### config.mk
export PLATFORM = sky130hd
export DESIGN_NAME = cset_ram
export DESIGN_NICKNAME = d
export VERILOG_FILES = /design/src/hdl/cset_ram.sv
export SDC_FILE = /design/constraint.sdc
export NUM_CORES = 1
export LEC_CHECK = 0
export BUFFER_PORTS_ARGS = -buffer_cell sky130_fd_sc_hd__buf_2
export CELL_PAD_IN_SITES_DETAIL_PLACEMENT = 0
export CELL_PAD_IN_SITES_GLOBAL_PLACEMENT = 1
export CORE_UTILIZATION = 48
export DETAILED_ROUTE_END_ITERATION = 6
export HOLD_SLACK_MARGIN = 0.06
export PLACE_DENSITY = 0.76
export SLEW_MARGIN = 15
export SYNTH_ARGS = -nofsm -noshare
export SYNTH_HDL_FRONTEND = slang
export SYNTH_SLANG_ARGS = --single-unit
### constraint.sdc
create_clock -name clock -period 1.85 [get_ports clock]
set_input_delay 0.2775 -clock clock [delete_from_list [all_inputs] [get_ports clock]]
set_output_delay 0.2775 -clock clock [all_outputs]
set_load 0.01 [all_outputs]
### src/hdl/cset_ram.sv
// Generic simple dual-port RAM: one write port, one registered read port.
// No dependencies. Read during write to the same address returns old data.
module cset_ram #(
   parameter int WIDTH = 8,
   parameter int DEPTH = 16,
   localparam int AW = (DEPTH > 1) ? $clog2(DEPTH) : 1
) (
   input  logic             clock,
   input  logic             wr_en,
   input  logic [AW-1:0]    wr_addr,
   input  logic [WIDTH-1:0] wr_data,
   input  logic             rd_en,
   input  logic [AW-1:0]    rd_addr,
   output logic [WIDTH-1:0] rd_data
);

   logic [WIDTH-1:0] mem [DEPTH];
   logic [WIDTH-1:0] rd_data_ff;

   always_ff @(posedge clock) begin
      if (wr_en) begin
         mem[wr_addr] <= wr_data;
      end
      if (rd_en) begin
         rd_data_ff <= mem[rd_addr];
      end
   end

   assign rd_data = rd_data_ff;

endmodule

## Word-level counts from Yosys, hierarchy flattened

Memories as Yosys holds them, arrays and structs flattened. A register that Yosys moved wholly into a read port is not among the register bits.
Index checks and enable logic that the tools add are counted.

- Mux-type cells: 2

Operator list:

| operator | number |
|---|---|
| $mux 1 | 2 |

- Output and inout bits: 8
- Memory bits (writable): 128
- Memories kept: 1
- Input port bits: 19
- Bits in registers: 0

Memories:

| name | words | width | rd ports | clocked after Yosys merged registers in | write ports | RTL line | RTL |
|---|---|---|---|---|---|---|---|
| mem | 16 | 8 | 1 | 1 | 1 | 17 | `logic [WIDTH-1:0] mem [DEPTH];` |

## Longest topological paths before layout

Gate-level depths: netlist of the first run.

- Word-level depth: 2
- Mapped depth: 5

## Worst setup path before layout of the first run

Ideal clock, no wire load.

- Path type: in2reg
- Start: input port wr_addr[2]
- End: memory mem[0][0], enable pin
- Library setup time: 0.383 ns
- Data arrival time: 1.387 ns
- Path slack: 0.080 ns
- Buffers on the path: 0
- Stages on the path: 2
- Cell sequence: or3b_2 > nor3_1

RTL lines:

| what | RTL line | RTL |
|---|---|---|
| from (decl) | 10 | `input logic [AW-1:0] wr_addr,` |
| to (decl) | 17 |  |

Straight into the memory's write port.

==> results.ini, run 1 <==
[outcome]
status=complete, no violations

[power_and_ir_drop]
power.density_mw_per_mm2=1150
p_clk_frac=0.468
ir_drop_uv=771
power_frac_comb=0.046
leakagePower_uw=0.00214
p_sw_frac=0.193
power.switching_uw=1390
power_uw=7180
power.internal_uw=5790
power_frac_seq=0.486

[place]
place.gp.congestion=0.703
place.port_buffers=26
dpl.hpwl_um=6050
place_inst=404

[timing]
finalMaxSlewViolations=0
max-slew-margin-rel=0.723
tightest_slew_ns=0.415
whs_ns=0.138
fmax_mhz=649
setup_tns_ns=0
hold_viol_final=0
fin_skew_ns=0.0161
setup_viol=0
fin_crit_sh=0.832
rsz0062_at_grt=false
fin_crit_ns=1.54

[final_layout]
drive_above_1_share=0.323
final_nets=306
antennaDiodeCount=0
syn_to_final_growth_pct=19.8
stdcell_count=436

[logic_synthesis]
avgSynthCellArea_um2=22.8
ys_warn_count=0
async_reset_ff_frac=0
syn_inst=229
syn_nets=248
synth_top_cell_by_area=edfxtp_1
synth_edf_count=136
netlist_top_cells_count=136 x edfxtp_1, 18 x mux4_2, 16 x a22oi_1
ys_ff_latch=136
netlist.area_leader.share=0.781
post-synth-top-count-cell=edfxtp_1
synth_cell_types=18
syn_area_mm2=0.00523
netlist_top_cells_area=edfxtp_1 78%, mux4_2 7.8%, mux4_1 7.0%
seq_area_frac_synth=0.781
synth_flop_cell=edfxtp_1

[die]
start_util=0.500
die_area_mm2=0.0113
ios=27
die_h_um=106
die_width_um=106
core_mm2=0.0105
num_rows=37

[flow_run]
cap_viol_max_count=0

[clock_tree]
cts_resized=0
htree_levels=4
clk_pin_slew_ns=0.06
clk_path_buf_depth=2
cts_sinks=136
cts_hold_buf=0
numCtsBuffers=17
clockRootBuffer=clkbuf_8
clk_latency_ns=0.52
cts_setup_buffers=0
cts_tree=yes

[routing]
wl_um=9460
vias=2430
wire_per_inst_um=21.7
drc=0
drt-initial-drc-count=160
post_drt_via_cell_ratio=5.57
detail-route-antenna-nets=0
firstDrtPassIters=4

[global_routing]
grt_antenna_before_repair=0
grt_use_met3=0.0454
gr-total-overflow=0
track_usage=0.186
met2_usage=0.282
grt_pass1_vias=2482
use_met1=0.258
grt_pass1_wl_um=14300
grt_busiest_layer=met2
grt_max_degree=24

[worst_hold_path]
min_path_type=in -> reg

[setup_path]
worstSetupPathType=reg -> reg
cp_data_arrival_time_ns=1.78
start_kind=flop
crit_path_max_fanout=1
end_kind=flop
critPathRequiredTime_ns=2.09

## power groups by stage
stage               combinational (uW)  sequential [uW]  clock, uW
global placement                   330             3550          0
finish                             331             3490       3360
CTS                                338             3490       3410
global route                       360             3490       3520
floorplan                          175             3560          0
detailed placement                 336             3550          0
## path summary, 6_finish.rpt
check	cells past startpoint	startpoint	slack (ns)	endpoint
setup / recovery	3	mem[1][0]	0.31	rd_data[0]
hold / removal	1	wr_data[5]	0.14	mem[5][5]
setup reg to reg	3	mem[1][0]	0.31	rd_data[0]
hold reg to reg	3	mem[7][7]	0.75	rd_data[7]
## critical path, cell delays in order, from the launching register on
cell	delay (ns)
edfxtp_1	0.34
mux4_1	0.50
a22oi_1	0.28
nand2_1	0.14
## flip-flops by register name (all words and copies together), names as in the netlist
| register | cells |
|---|---|
| rd_data | 8 |
| mem | 128 |
## through the flow
stage | worst slack [ns] | utilization | instance area [um^2]
5_1_grt | 0.241 | 0.599 | 6260
3_3_place_gp | -0.0705 | 0.541 | 5660
3_5_place_dp | -0.0557 | 0.541 | 5660
2_1_floorplan | 0.0796 | - | 5230
4_1_cts | 0.273 | 0.599 | 6260
6_report | 0.310 | 0.599 | 6260
## layout make-up
cell class	instances	area, um^2
clock inverter	14	181
tap	136	170
multi-input combinational	83	1060
clock buffer	18	418
fill	747	4200
timing repair buffer	49	353
sequential	136	4080
## cells by family (layout without fill, tap and decap cells)
| logic type | Yosys count | count (layout) | share of synthesized area |
|---|---|---|---|
| compound gates | 16 | 16 | 0.0230 |
| simple gates | 35 | 35 | 0.0314 |
| buf+inv | 10 | 81 | 0.0165 |
| mux | 32 | 32 | 0.148 |
| flops | 136 | 136 | 0.781 |
## layout by cell type (no fill, tap or decap), types with 9 or more instances in the layout
master / instances
mux4_2: 18
nand2_1: 9
nor2_1: 13
buf_4: 19
mux4_1: 14
buf_2: 26
edfxtp_1: 136
clkbuf_16: 16
a22oi_1: 16
## metal layers
layer  vias to the layer above  routed length, um
li1                       1103                  -
met1                      1225               4010
met2                        89               4720
met3                        13                595
met4                         0                128
met5                         -                  0
No activity file was read; power rests on OpenSTA's default activity.
==> run 2: changes to the inputs <==
--- a/config.mk
+++ b/config.mk
@@ -5,13 +5,14 @@
 export SDC_FILE = /design/constraint.sdc
 export NUM_CORES = 1
 export LEC_CHECK = 0
+export ABC_AREA = 1
 export BUFFER_PORTS_ARGS = -buffer_cell sky130_fd_sc_hd__buf_2
 export CELL_PAD_IN_SITES_DETAIL_PLACEMENT = 0
 export CELL_PAD_IN_SITES_GLOBAL_PLACEMENT = 1
-export CORE_UTILIZATION = 48
+export CORE_UTILIZATION = 49
 export DETAILED_ROUTE_END_ITERATION = 6
 export HOLD_SLACK_MARGIN = 0.06
-export PLACE_DENSITY = 0.76
+export PLACE_DENSITY = 0.81
 export SLEW_MARGIN = 15
 export SYNTH_ARGS = -nofsm -noshare
 export SYNTH_HDL_FRONTEND = slang
==> constraint.sdc (replaced) <==
create_clock -name clock -period 1.55 [get_ports clock]
set_input_delay 0.2325 -clock clock [delete_from_list [all_inputs] [get_ports clock]]
set_output_delay 0.2325 -clock clock [all_outputs]
set_load 0.01 [all_outputs]
==> results.ini, run 2 <==
[clock_tree]
clk_latency_ns=0.42
clk_pin_slew_ns=0.06
numCtsBuffers=17
clk_path_buf_depth=2
cts_tree=yes
htree_levels=4
clockRootBuffer=clkbuf_16
cts_resized=0
cts_setup_buffers=0
cts_sinks=136
cts_hold_buf=0

[logic_synthesis]
async_reset_ff_frac=0
synth_edf_count=136
netlist_top_cells_area=edfxtp_1 70%, nand2_1 11%, nand3_1 8.3%
synth_cell_types=11
netlist.area_leader.share=0.698
netlist_top_cells_count=173 x nand2_1, 136 x edfxtp_1, 100 x inv_1
post-synth-top-count-cell=nand2_1
synth_flop_cell=edfxtp_1
seq_area_frac_synth=0.698
ys_warn_count=0
ys_ff_latch=136
syn_area_mm2=0.00585
avgSynthCellArea_um2=10.6
syn_inst=551
syn_nets=570
synth_top_cell_by_area=edfxtp_1

[global_routing]
grt_antenna_before_repair=0
grt_pass1_vias=3884
grt_max_degree=65
grt_pass1_wl_um=21100
gr-total-overflow=0
track_usage=0.235

[setup_path]
crit_slowest_cell=edfxtp_1
path_cells=buf_2
crit_path_max_fanout=1
end_kind=output port
worst-path-buf-inv=1
cp_slowest_stage_delay_ns=0.41
critPathRequiredTime_ns=1.32
cp_data_arrival_time_ns=0.99
start_kind=flop
worstSetupPathType=reg -> out
critPathTopFamily=flip-flops

[die]
start_util=0.508
die_h_um=111
num_rows=39
die_width_um=111
die_area_mm2=0.0124
ios=27
core_mm2=0.0115

[power_and_ir_drop]
p_sw_frac=0.210
leakagePower_uw=0.00297
power.switching_uw=1860
power.internal_uw=6960
power_frac_seq=0.473
p_clk_frac=0.468
power.density_mw_per_mm2=1290
power_frac_comb=0.059
ir_drop_uv=733

[timing]
whs_ns=0.190
hold_viol_final=0
finalMaxSlewViolations=0
tightest_slew_ns=0.667
max-slew-margin-rel=0.555
rsz0062_at_grt=false
fmax_mhz=816
setup_tns_ns=0
fin_crit_ns=1.22
fin_skew_ns=0.00439
setup_viol=0
fin_crit_sh=0.790

[final_layout]
drive_above_1_share=0.137
final_nets=618
regMostFlops=mem
antennaDiodeCount=0
final_core_util=0.594
syn_to_final_growth_pct=16.9
fill_cells=949
largest_reg_flops=128
final_cell_mix=173 x nand2_1, 136 x edfxtp_1, 100 x inv_1, 97 x nand3_1, 26 x buf_2
final_common_cell=nand2_1

[outcome]
violations=design-rule violations
status=complete, but fails checks

[routing]
firstDrtPassIters=7
detail-route-antenna-nets=0
wl_um=13500
vias=3874
wire_per_inst_um=17.9
drt-initial-drc-count=275
drc=6
post_drt_via_cell_ratio=5.14

[worst_hold_path]
min_path_type=in -> reg

[place]
place.port_buffers=26
place.gp.congestion=0.822
dpl.hpwl_um=8290

[flow_run]
cap_viol_max_count=0

run 2: layout make-up:
cell class	count	area, um^2	area share
Clock buffer	17	425	0.0622
Clock inverter	14	183	0.0267
Inverter	102	383	0.0560
Multi-Input combinational cell	289	1210	0.177
Sequential cell	136	4080	0.597
Tap cell	143	179	0.0262
Timing Repair Buffer	53	370	0.0542
run 2: routing by layer:
metal | part of all wire | global-route usage
met1 | 0.41 | 0.304
met4 | 0.019 | 0.0856
met3 | 0.062 | 0.0459
met2 | 0.50 | 0.395
met5 | 0 | 0
run 2: power groups by stage:
stage               clock network [uW]  logic, uW  registers [uW]
floorplan                            0        290            4250
global placement                     0        512            4240
detailed placement                   0        523            4240
CTS                               4150        525            4170
global route                      4320        577            4170
finish                            4130        521            4170
run 2: through the flow:
step	total power [uW]	setup slack (ns)	instance area, um^2	instances
3_5_place_dp	4770	0.0141	6230	723
2_1_floorplan	4540	0.367	5850	551
5_1_grt	9070	0.309	6840	754
3_3_place_gp	4750	0.0314	6230	723
6_report	8820	0.325	6840	754
4_1_cts	8850	0.318	6840	754
run 2: path summary, 6_finish.rpt:
kind               from    endpoint  slack, ns  depth (start not counted)
min               rd_en  rd_data[2]       0.19                          1
max          rd_data[6]  rd_data[6]       0.33                          1
min reg2reg  mem[13][5]  rd_data[5]       0.75                          6
max reg2reg   mem[1][4]  rd_data[4]       0.37                          6
run 2: logic make-up after synthesis:
kind of cell | synth area share
buffers and inverters | 0.0939
DFF | 0.698
and+or+nand+nor | 0.208
==> run 3: changes to the inputs <==
--- a/config.mk
+++ b/config.mk
@@ -9,10 +9,10 @@
 export BUFFER_PORTS_ARGS = -buffer_cell sky130_fd_sc_hd__buf_2
 export CELL_PAD_IN_SITES_DETAIL_PLACEMENT = 0
 export CELL_PAD_IN_SITES_GLOBAL_PLACEMENT = 1
-export CORE_UTILIZATION = 49
+export CORE_UTILIZATION = 44
 export DETAILED_ROUTE_END_ITERATION = 6
 export HOLD_SLACK_MARGIN = 0.06
-export PLACE_DENSITY = 0.81
+export PLACE_DENSITY = 0.77
 export SLEW_MARGIN = 15
 export SYNTH_ARGS = -nofsm -noshare
 export SYNTH_HDL_FRONTEND = slang
==> constraint.sdc (replaced) <==
create_clock -name clock -period 1 [get_ports clock]
set_input_delay 0.15 -clock clock [delete_from_list [all_inputs] [get_ports clock]]
set_output_delay 0.15 -clock clock [all_outputs]
set_load 0.01 [all_outputs]
==> results.ini, run 3 (synthesized netlist as in run 2, its figures left out) <==
[final_layout]
regMostFlops=mem
final_core_util=0.557
syn_to_final_growth_pct=21.6
final_cell_mix=171 x nand2_1, 136 x edfxtp_1, 99 x inv_1, 50 x nand3_1, 47 x nand3_2
final_nets=621
drive_above_1_share=0.220
antennaDiodeCount=0
largest_reg_flops=128
final_common_cell=nand2_1

[power_and_ir_drop]
p_clk_frac=0.424
power.switching_uw=2750
power.density_mw_per_mm2=1800
ir_drop_uv=1340
leakagePower_uw=0.00306
power_frac_comb=0.073
power_frac_seq=0.504
power_uw=12800
power.internal_uw=10100
p_sw_frac=0.214

[global_routing]
grt_pass1_wl_um=20900
grt_pass1_vias=3857
grt_max_degree=38
grt_antenna_before_repair=0
track_usage=0.218
gr-total-overflow=0

[routing]
drc=0
post_drt_via_cell_ratio=4.91
drt-initial-drc-count=354
wl_um=13100
vias=3854
detail-route-antenna-nets=0
firstDrtPassIters=4
wire_per_inst_um=16.7

[setup_path]
crit_path_max_fanout=1
cp_data_arrival_time_ns=0.99
path_cells=buf_2
end_kind=output port
r2r_setup_slack_ns=-0.09
worstSetupPathType=reg -> out
cp_slowest_stage_delay_ns=0.41
critPathRequiredTime_ns=0.85
worst-path-buf-inv=1
crit_slowest_cell=edfxtp_1
critPathTopFamily=flip-flops
start_kind=flop

[timing]
fin_crit_ns=1.14
max-slew-margin-rel=0.714
finalMaxSlewViolations=0
fin_skew_ns=0.00514
tightest_slew_ns=0.430
fin_crit_sh=1.14
rsz0062_at_grt=true
fin_ws_ns=-0.142
setup_viol=16
setup_tns_ns=-1.14
hold_viol_final=0
fmax_mhz=876

[die]
die_area_mm2=0.0138
die_h_um=117
die_width_um=117
core_mm2=0.0128
num_rows=41
start_util=0.458
ios=27

[place]
place_ws_ns=-0.410
place.port_buffers=26
dpl.hpwl_um=8390
place.gp.congestion=0.823

[clock_tree]
clockRootBuffer=clkbuf_16
numCtsBuffers=17
htree_levels=4
clk_pin_slew_ns=0.05
cts_sinks=136
clk_latency_ns=0.42
clk_path_buf_depth=2
cts_hold_buf=0
cts_tree=yes

[outcome]
status=complete, but fails checks
violations=negative setup slack

[flow_run]
cap_viol_max_count=0

[worst_hold_path]
min_path_type=in -> reg

==> run 3: metal layers <==
layer	up-vias	wire length (um)	GRT usage
met4	0	369	0.107
met5	-	0	0
met1	1835	5980	0.289
li1	1885	-	-
met3	25	663	0.0561
met2	109	6140	0.335
==> run 3: layout make-up <==
cell class              count  area, um^2
clock buffers              24         452
clock inverters             6        52.6
fillers                  1053        5660
inverters                 102         383
multi-input cells         289        1470
flip-flops and latches    136        4080
well taps                 172         215
repair buffers             56         455
==> run 3: worst paths after layout <==
kind | endpoint | from | cells past startpoint
worst min-delay path | rd_data[4] | rd_en | 1
worst max register to register | rd_data[4] | mem[3][4] | 6
worst max-delay path | rd_data[5] | rd_data[5] | 1
worst min register to register | rd_data[6] | mem[10][6] | 6
==> run 3: repair_timing <==
action / in CTS / in global routing
resized for setup: 29 / 20
pin swaps: 35 / 32
setup endpoints to repair: 16 / 16
setup buffers: 0 / 0
hold endpoints to repair: 0 / 0
==> run 3: stage by stage <==
step | cell area, um^2 | hold slack [ns] | instances
final | 7110 | 0.103 | 785
after floorplan | 5860 | 0.249 | 551
after CTS | 7010 | 0.0786 | 785
after global routing | 7110 | 0.0876 | 785
after global placement | 6370 | 0.524 | 755
after detailed placement | 6370 | 0.520 | 755
==> run 3: power by group through the flow <==
| stage | Sequential, uW | Combinational (uW) | Clock, uW |
|---|---|---|---|
| after global placement | 6570 | 845 | 0 |
| after CTS | 6460 | 906 | 5520 |
| after floorplan | 6580 | 455 | 0 |
| after global routing | 6470 | 1030 | 5750 |
| after detailed placement | 6580 | 852 | 0 |
| final | 6460 | 931 | 5440 |
